`src/sv/cbd_pkg.sv`:
```
`default_nettype none

package cbd_pkg;

    localparam int unsigned SIZE_BITS_DEF = 32;
    localparam int unsigned STATUS_W = 3;

    localparam logic [STATUS_W-1:0] ST_RUNNING   = 3'd0;
    localparam logic [STATUS_W-1:0] ST_DONE      = 3'd1;
    localparam logic [STATUS_W-1:0] ST_BADHEX    = 3'd2;
    localparam logic [STATUS_W-1:0] ST_OVERFLOW  = 3'd3;
    localparam logic [STATUS_W-1:0] ST_TRUNCATED = 3'd4;
    localparam logic [STATUS_W-1:0] ST_EMPTY     = 3'd5;

    typedef struct packed {
        logic                payload_valid;
        logic [7:0]          payload_byte;
        logic [STATUS_W-1:0] decode_status;
    } t_result;

endpackage

`default_nettype wire

```
`src/sv/cbd_core.sv`:
```
`default_nettype none

module cbd_core
    import cbd_pkg::*;
#(
    parameter int unsigned SIZE_BITS = SIZE_BITS_DEF
) (
    input  wire logic    i_clk,
    input  wire logic    i_rst_n,
    input  wire logic    i_accept,
    input  wire logic [7:0] i_in_byte,
    input  wire logic    i_end_of_body,
    output t_result      o_result
);

    typedef enum logic [1:0] {
        PH_SIZE,
        PH_DATA,
        PH_DONE
    } t_phase;

    localparam logic [7:0] LF = 8'h0a;

    t_phase                 r_phase, n_phase;
    logic [SIZE_BITS-1:0]   r_acc, n_acc;
    logic [SIZE_BITS-1:0]   r_rem, n_rem;
    logic                   r_has_digit, n_has_digit;
    logic                   r_any, n_any;
    logic [STATUS_W-1:0]    r_status, n_status;

    logic       hex_ok;
    logic [3:0] hex_val;
    logic       ovf;

    always_comb begin
        hex_ok  = 1'b1;
        hex_val = 4'd0;
        if (i_in_byte >= "0" && i_in_byte <= "9") begin
            hex_val = 4'(i_in_byte - 8'h30);
        end else if (i_in_byte >= "a" && i_in_byte <= "f") begin
            hex_val = 4'(i_in_byte - 8'h57);
        end else if (i_in_byte >= "A" && i_in_byte <= "F") begin
            hex_val = 4'(i_in_byte - 8'h37);
        end else begin
            hex_ok = 1'b0;
        end
    end

    // top nibble set means another digit cannot fit
    assign ovf = |r_acc[SIZE_BITS-1 -: 4];

    always_comb begin
        n_phase     = r_phase;
        n_acc       = r_acc;
        n_rem       = r_rem;
        n_has_digit = r_has_digit;
        n_any       = r_any;
        n_status    = r_status;
        o_result.payload_valid = 1'b0;
        o_result.payload_byte  = 8'd0;

        unique case (r_phase)
            PH_DATA: begin
                o_result.payload_valid = 1'b1;
                o_result.payload_byte  = i_in_byte;
                n_any = 1'b1;
                n_rem = r_rem - 1'b1;
                if (r_rem == SIZE_BITS'(1)) begin
                    n_phase = PH_SIZE;
                end
            end
            PH_SIZE: begin
                if (i_in_byte == LF) begin
                    if (r_has_digit) begin
                        if (r_acc == '0) begin
                            n_phase  = PH_DONE;
                            n_status = r_any ? ST_DONE : ST_EMPTY;
                        end else begin
                            n_rem   = r_acc;
                            n_phase = PH_DATA;
                        end
                        n_acc       = '0;
                        n_has_digit = 1'b0;
                    end
                end else if (!hex_ok) begin
                    n_phase  = PH_DONE;
                    n_status = ST_BADHEX;
                end else if (ovf) begin
                    n_phase  = PH_DONE;
                    n_status = ST_OVERFLOW;
                end else begin
                    n_acc       = {r_acc[SIZE_BITS-5:0], hex_val};
                    n_has_digit = 1'b1;
                end
            end
            default: begin
            end
        endcase

        if (i_end_of_body && n_phase != PH_DONE) begin
            if (n_phase == PH_DATA) begin
                n_status = ST_TRUNCATED;
            end else if (n_has_digit && n_acc != '0) begin
                n_status = ST_TRUNCATED;
            end else begin
                n_status = n_any ? ST_DONE : ST_EMPTY;
            end
            n_phase = PH_DONE;
        end

        o_result.decode_status = n_status;
    end

    always_ff @(posedge i_clk) begin
        if (!i_rst_n) begin
            r_phase     <= PH_SIZE;
            r_acc       <= '0;
            r_rem       <= '0;
            r_has_digit <= 1'b0;
            r_any       <= 1'b0;
            r_status    <= ST_RUNNING;
        end else if (i_accept) begin
            r_phase     <= n_phase;
            r_acc       <= n_acc;
            r_rem       <= n_rem;
            r_has_digit <= n_has_digit;
            r_any       <= n_any;
            r_status    <= n_status;
        end
    end

endmodule

`default_nettype wire

```
`src/sv/cbd_skid.sv`:
```
`default_nettype none

module cbd_skid
    import cbd_pkg::*;
(
    input  wire logic    i_clk,
    input  wire logic    i_rst_n,
    input  wire logic    i_valid,
    output logic         o_stall,
    input  wire t_result i_data,
    output logic         o_valid,
    input  wire logic    i_stall,
    output t_result      o_data
);

    logic    r_out_valid, r_skid_valid;
    t_result r_out, r_skid;
    logic    take_in, take_out;

    assign o_stall  = r_skid_valid;
    assign take_in  = i_valid && !r_skid_valid;
    assign take_out = r_out_valid && !i_stall;
    assign o_valid  = r_out_valid;
    assign o_data   = r_out;

    always_ff @(posedge i_clk) begin
        if (!i_rst_n) begin
            r_out_valid  <= 1'b0;
            r_skid_valid <= 1'b0;
        end else begin
            if (!r_out_valid || take_out) begin
                r_out_valid  <= r_skid_valid || take_in;
                r_skid_valid <= 1'b0;
            end else if (take_in) begin
                r_skid_valid <= 1'b1;
            end
        end
    end

    always_ff @(posedge i_clk) begin
        if (!r_out_valid || take_out) begin
            r_out <= r_skid_valid ? r_skid : i_data;
        end
        if (take_in && r_out_valid && !take_out) begin
            r_skid <= i_data;
        end
    end

endmodule

`default_nettype wire

```
`src/sv/chunked_body_decoder.sv`:
```
// channel | direction | handshake                | payload
// --------+-----------+--------------------------+-----------------------------------------
// in      | input     | i_in_valid / o_in_stall  | i_in_byte, i_end_of_body
// out     | output    | o_out_valid / i_out_stall| o_payload_valid, o_payload_byte,
//         |           |                          | o_decode_status
//
// One transaction in gives one transaction out, one byte per clock sustained unless
// stalled. Decode state and the result are both registered on the accepting edge,
// into the output entry or, under a stall, the skid entry. A two-entry output buffer
// absorbs a downstream stall; o_in_stall rises only once both entries hold results.
// Synchronous active-low reset returns to the size line phase, status running.
`default_nettype none

module chunked_body_decoder
    import cbd_pkg::*;
#(
    parameter int unsigned SIZE_BITS = SIZE_BITS_DEF
) (
    input  wire logic                i_clk,
    input  wire logic                i_rst_n,
    input  wire logic                i_in_valid,
    output logic                     o_in_stall,
    input  wire logic [7:0]          i_in_byte,
    input  wire logic                i_end_of_body,
    output logic                     o_out_valid,
    input  wire logic                i_out_stall,
    output logic                     o_payload_valid,
    output logic [7:0]               o_payload_byte,
    output logic [STATUS_W-1:0]      o_decode_status
);

    logic    accept;
    t_result core_res, out_res;

    assign accept = i_in_valid && !o_in_stall;

    cbd_core #(
        .SIZE_BITS(SIZE_BITS)
    ) u_core (
        .i_clk         (i_clk),
        .i_rst_n       (i_rst_n),
        .i_accept      (accept),
        .i_in_byte     (i_in_byte),
        .i_end_of_body (i_end_of_body),
        .o_result      (core_res)
    );

    cbd_skid u_skid (
        .i_clk   (i_clk),
        .i_rst_n (i_rst_n),
        .i_valid (i_in_valid),
        .o_stall (o_in_stall),
        .i_data  (core_res),
        .o_valid (o_out_valid),
        .i_stall (i_out_stall),
        .o_data  (out_res)
    );

    assign o_payload_valid = out_res.payload_valid;
    assign o_payload_byte  = out_res.payload_byte;
    assign o_decode_status = out_res.decode_status;

endmodule

`default_nettype wire
```
`config.mk`:
```
export PLATFORM = sky130hd
export DESIGN_NAME = chunked_body_decoder
export DESIGN_NICKNAME = d
export VERILOG_FILES = /design/src/sv/cbd_pkg.sv /design/src/sv/cbd_core.sv /design/src/sv/cbd_skid.sv /design/src/sv/chunked_body_decoder.sv
export SDC_FILE = /design/constraint.sdc
export NUM_CORES = 1
export LEC_CHECK = 0
export BUFFER_PORTS_ARGS = -buffer_cell sky130_fd_sc_hd__buf_2
export CORE_ASPECT_RATIO = 1.5
export CORE_MARGIN = 8
export CORE_UTILIZATION = 45
export DETAILED_ROUTE_END_ITERATION = 8
export PLACE_DENSITY = 0.72
export SETUP_SLACK_MARGIN = 0.05
export SLEW_MARGIN = 20
export SYNTH_ARGS = -nofsm -noshare
export SYNTH_HDL_FRONTEND = slang
export SYNTH_HIERARCHICAL = 1
export SYNTH_SLANG_ARGS = --single-unit
```
`constraint.sdc`:
```
create_clock -name i_clk -period 5.2 [get_ports i_clk]
set_input_delay 0 -clock i_clk [delete_from_list [all_inputs] [get_ports i_clk]]
set_output_delay 0 -clock i_clk [all_outputs]
set_load 0.1 [all_outputs]
```
==> run metrics, run 1 <==
status complete, no violations; ys async rst share 0%; final hold vios 0; final instance area ~5600 um2; Mapped Avg Cell Area between 8 and 9 um2; first-pass GRT wire length around 22000 um; Sequential Power Share 49.9%; switching share of power between 20% and 30%; starting density of the core 46.1%; Psw 0.000421 W; family with the most delay on the worst path simple AND/OR/NAND/NOR gates; TritonCTS clock tree built; Std-Cell Rows 47; DIE WIDTH between 100 and 150 um; Mapped Area between 5000 and 6000 um2; Worst VDD drop ~0.15 mV; worst-margin pin slew about 0.94 ns; global placer's final weighted congestion approximately 0.97; RSZ-0062 raised after global routing no; Max stage delay on crit path ~0.66 ns; clock power share between 30% and 40%; register clock-pin slew on the reported worst setup and hold paths ~0.070 ns; placed cell area roughly 5300 um2; fill count around 1100; number of synthesized flops with an enable pin 24; core area 11100 um2; Routed WL 13500 um; clk sinks 97; total number of vias between 4000 and 5000; Startpoint Class register; top post-synthesis cells by count nand2_1, dfxtp_1, a21oi_1; vias per cell roughly 6.1; global route total overflow 0; DRC Markers 0; WP buf/inv 0; starting DRC count in detailed routing 480; Final Critical Period between 3 and 4 ns; Post-Syn Nets 622; clk_lat worst skew ~0.34 ns; Leak Pwr slightly above 2 nW; clock root buffer clkbuf_16; post-synthesis sequential area ratio between 40% and 50%; die area ~15000 um2; Final HPWL DP 9400 um; MaxCap Viol Count 0; Fin Setup TNS 0 ns; CTS buffer count 9; final setup fails 0; Worst path slowest cell nor4_2; final worst-path cycle share between 50% and 60%; area share of the largest cell type after synthesis 28.7%; layout cell share with drive strength beyond 1 between 10 and 15%; IO buf count 26; worst-case clock buffer depth 2; crit-path cells nor4_2 -> and4_1 -> nand4_2 -> a221oi_2 -> nor2_1 -> xnor2_1 -> a211oi_2 -> a21oi_1 -> mux2_2; initial antenna violation count 0; die height 146 um; pin count of the biggest net entering global routing between 50 and 60; htree depth 3; Yosys warning total 6; Worst Path Arrival about 3.2 ns; GRT Util Overall 18.2%; achievable frequency 322 MHz; clk_skew between 0.007 and 0.008 ns; Crit Path Category register to register; first drt pass iteration count 5; cell taking the most area after synthesis dfxtp_1; I/O pin count 27; Hold Path Class primary input to register; most common cell in the netlist nand2_1; vias in the first global route 4484; nature of the critical path endpoint register; Avg WL per Cell between 15 and 20 um; Syn Inst Count around 600; Pwr Density approximately 280 nW/um2; top_reg_cell synth dfxtp_1; CP required approximately 5.3 ns; n_diodes 0; Layout Nets 634; Area contributors post-synth dfxtp_1, edfxtp_1, a21oi_1; DRT antenna net count 0; Max FO, Critical Path 6; Slew HR a little under two fifths; max-slew violation count 0; setup slack, reg-to-reg between 2 and 2.5 ns; #FFs+latches synth 97; area grow syn2layout 10.0%; cell internal pwr 0.00117 W; count of cell types in the netlist 72; Gate power share a little under an eighth
-- cell type report --
cell class / count / area, um2 / share of cell area, %
multi-input cells: 455 / 2710 / 48.4
repair buffers: 35 / 200 / 3.57
flip-flops and latches: 97 / 2180 / 38.9
inverters: 17 / 63.8 / 1.14
clock inverters: 3 / 16.3 / 0.290
well taps: 147 / 184 / 3.28
clock buffers: 13 / 250 / 4.46
-- per-stage QoR --
stage / power (W) / util, % / hold slack (ns) / instances / worst slack, ns
5_1_grt: 0.00165 / 50.7 / 0.0270 / 767 / 1.94
3_3_place_gp: 0.000985 / 48.2 / 0.304 / 750 / 2.14
2_1_floorplan: 0.000947 / - / 0.157 / 603 / 2.22
4_1_cts: 0.00160 / 50.7 / 0.0103 / 767 / 2.12
3_5_place_dp: 0.000988 / 48.2 / 0.325 / 750 / 2.13
6_report: 0.00159 / 50.7 / 0.0162 / 767 / 2.10
-- power by group through the flow --
stage | Combinational (W) | Clock [W] | Sequential (W)
2_1_floorplan | 0.0000907 | 0 | 0.000856
3_3_place_gp | 0.000177 | 0 | 0.000808
3_5_place_dp | 0.000179 | 0 | 0.000808
4_1_cts | 0.000181 | 0.000628 | 0.000791
5_1_grt | 0.000195 | 0.000661 | 0.000792
6_report | 0.000182 | 0.000614 | 0.000791
-- cells by family (layout without fill, tap and decap cells) --
| group | count (synthesis) | count (layout) | share of synthesized area (%) |
|---|---|---|---|
| buffers and inverters | 51 | 68 | 4.20 |
| XOR/XNOR | 2 | 2 | 0.344 |
| adder cells (fa/ha/maj) | 6 | 6 | 1.47 |
| AND/OR/NAND/NOR | 241 | 241 | 24.2 |
| AO/OA/AOI/OAI | 189 | 189 | 23.3 |
| multiplexers | 17 | 17 | 3.63 |
| flip-flops | 97 | 97 | 42.8 |
-- worst register-to-register path: stages, from the launching register on --
cell      delay, ns
dfxtp_1        0.34
nor4_2         0.66
and4_1         0.32
nand4_2        0.22
a221oi_2       0.34
nor2_1         0.11
xnor2_1        0.16
a211oi_2       0.30
a21oi_1        0.13
mux2_2         0.28
-- worst paths after layout --
kind                          from                to  cells after the start
setup / recovery  u_core/r_acc[28]  u_skid/o_data[2]                      9
hold / removal        i_in_byte[5]  u_skid/r_skid[8]                      2
setup reg to reg  u_core/r_acc[28]  u_skid/o_data[2]                      9
hold reg to reg   u_core/r_rem[10]  u_core/r_rem[10]                      2
-- metal layers --
| layer | track usage (%) | part of all wire [%] | vias up |
|---|---|---|---|
| li1 | - | - | 2243 |
| met1 | 20.0 | 40 | 2229 |
| met2 | 30.8 | 51 | 195 |
| met3 | 3.38 | 5.5 | 39 |
| met4 | 11.6 | 4.3 | 0 |
| met5 | 0 | 0 | - |
-- cell usage in the layout, fill, tap and decap left out, types with 3 or more instances in the layout --
| cell type | synthesis | layout |
|---|---|---|
| nand2_1 | 88 | 88 |
| dfxtp_1 | 73 | 73 |
| a21oi_1 | 68 | 67 |
| nor2_1 | 58 | 57 |
| o21ai_0 | 29 | 29 |
| buf_2 | 6 | 26 |
| edfxtp_1 | 24 | 24 |
| inv_1 | 16 | 16 |
| o21ai_1 | 16 | 16 |
| nor3_1 | 16 | 15 |
| a22oi_1 | 14 | 14 |
| nor4_1 | 13 | 13 |
| mux2_2 | 12 | 12 |
| clkbuf_16 | 0 | 9 |
| nand3_1 | 9 | 9 |
| buf_4 | 0 | 8 |
| a211oi_1 | 8 | 8 |
| a31oi_1 | 8 | 8 |
| o31ai_1 | 7 | 7 |
| o22ai_1 | 6 | 6 |
| and2_1 | 6 | 6 |
| and3_1 | 6 | 6 |
| ha_1 | 6 | 6 |
| nand2b_1 | 5 | 5 |
| mux2i_1 | 5 | 5 |
| o32ai_1 | 5 | 5 |
| or3_1 | 4 | 4 |
| o211ai_1 | 4 | 4 |
| clkbuf_1 | 24 | 3 |
| nor3b_1 | 3 | 3 |
| or4_1 | 3 | 3 |
| nor4_2 | 3 | 3 |
| nor4b_1 | 3 | 3 |
| nand4_1 | 3 | 3 |
-- what timing repair did --
item / CTS / global route
endpoints found under the hold margin: 2 / 0
setup buffers: 0 / 0
gates resized for setup: 0 / 0
hold buffers: 1 / 0
-- sequential cells by signal, indices dropped and copies added, names as in the netlist --
register and flops:
u_core/r_rem 32, u_core/r_has_digit 1, u_skid/o_stall 1, u_skid/o_valid 1
u_core/r_status 3, u_skid/o_data 12, u_core/r_phase 2, u_core/r_acc 32
u_skid/r_skid 12, u_core/r_any 1
No activity file was read; power rests on OpenSTA's default activity.
==> run 2: changes to the inputs <==
Settings changed: ABC_AREA set to 1, PLACE_DENSITY 0.72 to 0.74.
Clock period 5.2 ns to 2.6 ns, I/O delays scaled along.
==> run metrics, run 2 <==
I/O pin count 27 (unchanged); placed cell area 6550 um2 (+23%); clock root buffer clkbuf_16; DRT antenna net count 0 (unchanged); DRC Markers 0 (unchanged); register clock-pin slew on the reported worst setup and hold paths 0.07 ns (about the same); Worst R2R End u_skid/o_data[2]; core area 13300 um2 (+20%); largest registers u_core/r_acc: 32 flops, u_core/r_rem: 32 flops; crit-path cells inv_2 -> nand4_4 -> inv_2 -> nand3_4 -> buf_4 -> o21ai_1 -> nand2_1 -> nand2_2 -> nand2_1 -> nor2_1 -> nand2_1 -> nor2_1 -> nand2_1 -> nand2_1 -> nand3_1 -> nand2_1 -> inv_1 -> nand2_1 -> nand2_1; vias per cell 5.51 (-10%); DIE WIDTH 111 um (+7.4%); post-synthesis sequential area ratio 36.2% (-6.6 points); hold path depth 3 (+1); worst-margin pin slew 0.584 ns (-0.354 ns); Hold Path Class primary input to register; Std-Cell Rows 52 (+11%); global route total overflow 0 (unchanged); Tot Pwr 0.00392 W (+150%); worst-case clock buffer depth 2 (unchanged); Final HPWL DP 12300 um (+31%); die area 17400 um2 (+16%); TritonCTS clock tree built; die height 158 um (+7.8%); cell taking the most area after synthesis dfxtp_1; GRT Util Overall 19.1% (+0.93 points); Worst Min Path Start i_in_byte[5]; Area contributors post-synth dfxtp_1, nand2_1, edfxtp_1; Final Critical Period 2.48 ns (-0.627 ns); first drt pass iteration count 5 (unchanged); family with the most delay on the worst path simple AND/OR/NAND/NOR gates; ys async rst share 0% (unchanged); Yosys warning total 6 (unchanged); max-slew violation count 0 (unchanged); Worst path slowest cell dfxtp_1; Slew HR 61.1% (+24 points); Worst Reg2Reg Path Length in Cells 19 (+10); clk_skew 0.00602 ns (-0.00140 ns); number of synthesized flops with an enable pin 24 (unchanged); achievable frequency 404 MHz (+25%); Most common cell on crit path nand2_1; Post-Syn Nets 932 (+50%); area grow syn2layout 15.3%; Worst VDD drop 0.279 mV (+87%); final instance area 6950 um2 (+24%); Pwr Density 564 nW/um2 (+99%); CTS buffer count 9 (unchanged); clk sinks 97 (unchanged); layout cell share with drive strength beyond 1 16.1% (+3.2 points); fill count 1297 (+20%); WP buf/inv 4 (+4); count of cell types in the netlist 47 (-35%); highest routed layer met4; starting density of the core 45.4% (-0.69 points); nature of the critical path endpoint register; Hold Path End u_skid/r_skid[8]; n_diodes 0 (unchanged); Met3 Wirelength 952 um (+27%); top post-synthesis cells by count nand2_1, a21oi_1, dfxtp_1; final setup fails 0 (unchanged); DRT met1 WL 6610 um (+24%); Mapped Area 6030 um2 (+18%); CP required 2.71 ns (-2.58 ns); Mapped Avg Cell Area 6.60 um2 (-22%); starting DRC count in detailed routing 441 (-8.1%); initial antenna violation count 0 (unchanged); first-pass GRT wire length 27600 um (+26%); register area 2180 um2 (about the same); Max stage delay on crit path 0.32 ns (-0.34 ns); Avg WL per Cell 14.9 um (-15%); top_reg_cell synth dfxtp_1; vias in the first global route 5833 (+30%); final worst-path cycle share 95.3% (+36 points); Startpoint Class register; Met2 Wirelength 8610 um (+26%); setup slack, reg-to-reg 0.12 ns (-1.97 ns); Max FO, Critical Path 5 (-1); most frequent cells in the layout nand2_1, a21oi_1, inv_1, dfxtp_1, nor2_1; clk_lat worst skew 0.35 ns (about the same); commonest non-fill, non-tap cell in the layout nand2_1; Routed WL 16800 um (+25%); multi-input logic area 3310 um2 (+22%); pin count of the biggest net entering global routing 65 (+14%); #FFs+latches synth 97 (unchanged); IO buf count 26 (unchanged); Worst Path Arrival 2.59 ns (-0.61 ns); WP depth 19 (+10); final hold vios 0 (unchanged); most common cell in the netlist nand2_1; total number of vias 6216 (+32%); area share of the largest cell type after synthesis 24.2% (-4.4 points); Layout Nets 981 (+55%); htree depth 3 (unchanged); Leak Pwr 3.33 nW (+63%); FF-to-FF Start u_core/r_acc[31]; RSZ-0062 raised after global routing yes; status complete, no violations; Crit Path Category register to register; MaxCap Viol Count 0 (unchanged); global placer's final weighted congestion 0.923 (-4.6%); Syn Inst Count 913 (+51%)
run 2: cell count changes after synthesis, moves of 10 or more:
cell and delta:
nand4_1 +28, o21ai_0 +35, a22oi_1 -13, inv_1 +56
buf_4 +10, nand2_1 +192, nand3_1 +28, nor2_1 +12
nor3_1 -11, inv_2 +28, mux2_2 -12
run 2: area by class of cell:
| cell class | instances | share of cell area [%] |
|---|---|---|
| well taps | 162 | 2.92 |
| repair buffers | 82 | 8.59 |
| flip-flops and latches | 97 | 31.4 |
| clock inverters | 7 | 0.684 |
| multi-input cells | 669 | 47.6 |
| inverters | 103 | 5.56 |
| clock buffers | 9 | 3.24 |
run 2: report_power, final:
part	internal (W)	switching (W)	total (W)	leakage, nW
Sequential	0.00162	0.0000467	0.00167	0.845
Clock	0.000645	0.000578	0.00122	0.123
Combinational	0.000319	0.000710	0.00103	2.36
Total	0.00258	0.00133	0.00392	3.33
run 2: per-stage QoR:
stage               setup WS (ns)  utilization [%]  instances  setup TNS (ns)  hold WS (ns)
CTS                        0.0506             51.8       1128               0        0.0478
floorplan                  0.0862                -        913               0         0.125
global route              0.00821             52.4       1129               0        0.0666
finish                      0.122             52.4       1129               0        0.0577
detailed placement        -0.0666             49.4       1108         -0.0666         0.268
global placement           0.0143             49.4       1108               0         0.272
run 2: worst max path at each step:
| stage | slack, ns | from | end |
|---|---|---|---|
| 6_report | 0.12 | u_core/r_acc[31] | u_skid/o_data[2] |
| 5_1_grt | 0.008 | u_core/r_phase[1] | u_skid/o_data[2] |
| 4_1_cts | 0.05 | u_core/r_acc[31] | u_skid/o_data[2] |
| 3_5_place_dp | -0.07 | i_in_byte[0] | u_skid/o_data[2] |
| 3_3_place_gp | 0.01 | i_in_byte[1] | u_skid/o_data[2] |
| 2_1_floorplan | 0.09 | u_skid/o_valid | u_skid/r_skid[0] |
run 2: cell families (layout without fill, tap and decap cells):
| kind of cell | Yosys count | after routing | share of synthesized area, % |
|---|---|---|---|
| and+or+nand+nor | 454 | 454 | 32.8 |
| buffers and inverters | 147 | 201 | 10.2 |
| xor gates and xnor gates | 14 | 14 | 2.03 |
| DFF | 97 | 97 | 36.2 |
| AOI/OAI and AO/OA | 195 | 195 | 17.6 |
| adders and majority gates | 6 | 6 | 1.25 |
run 2: repair_timing:
item / in CTS / in global routing
setup buffers: 0 / 1
gates resized for setup: 1 / 17
gates cloned: 0 / 0
endpoints found under the hold margin: 4 / 0
pin swaps: 0 / 1
setup endpoints to repair: 1 / 10
hold buffers: 4 / 0
run 2: worst register-to-register path, stage by stage (launching register included):
cell,delay (ns)
dfxtp_1,0.32
inv_2,0.09
nand4_4,0.15
inv_2,0.12
nand3_4,0.10
buf_4,0.16
o21ai_1,0.12
nand2_1,0.09
nand2_2,0.10
nand2_1,0.06
nor2_1,0.13
nand2_1,0.08
nor2_1,0.11
nand2_1,0.11
nand2_1,0.12
nand3_1,0.10
nand2_1,0.12
inv_1,0.06
nand2_1,0.07
nand2_1,0.04
run 2: routing by layer:
layer / track usage, % / vias up
met1: 20.8 / 2827
met5: 0 / -
met2: 34.4 / 240
met3: 3.22 / 51
li1: - / 3098
met4: 10.7 / 0
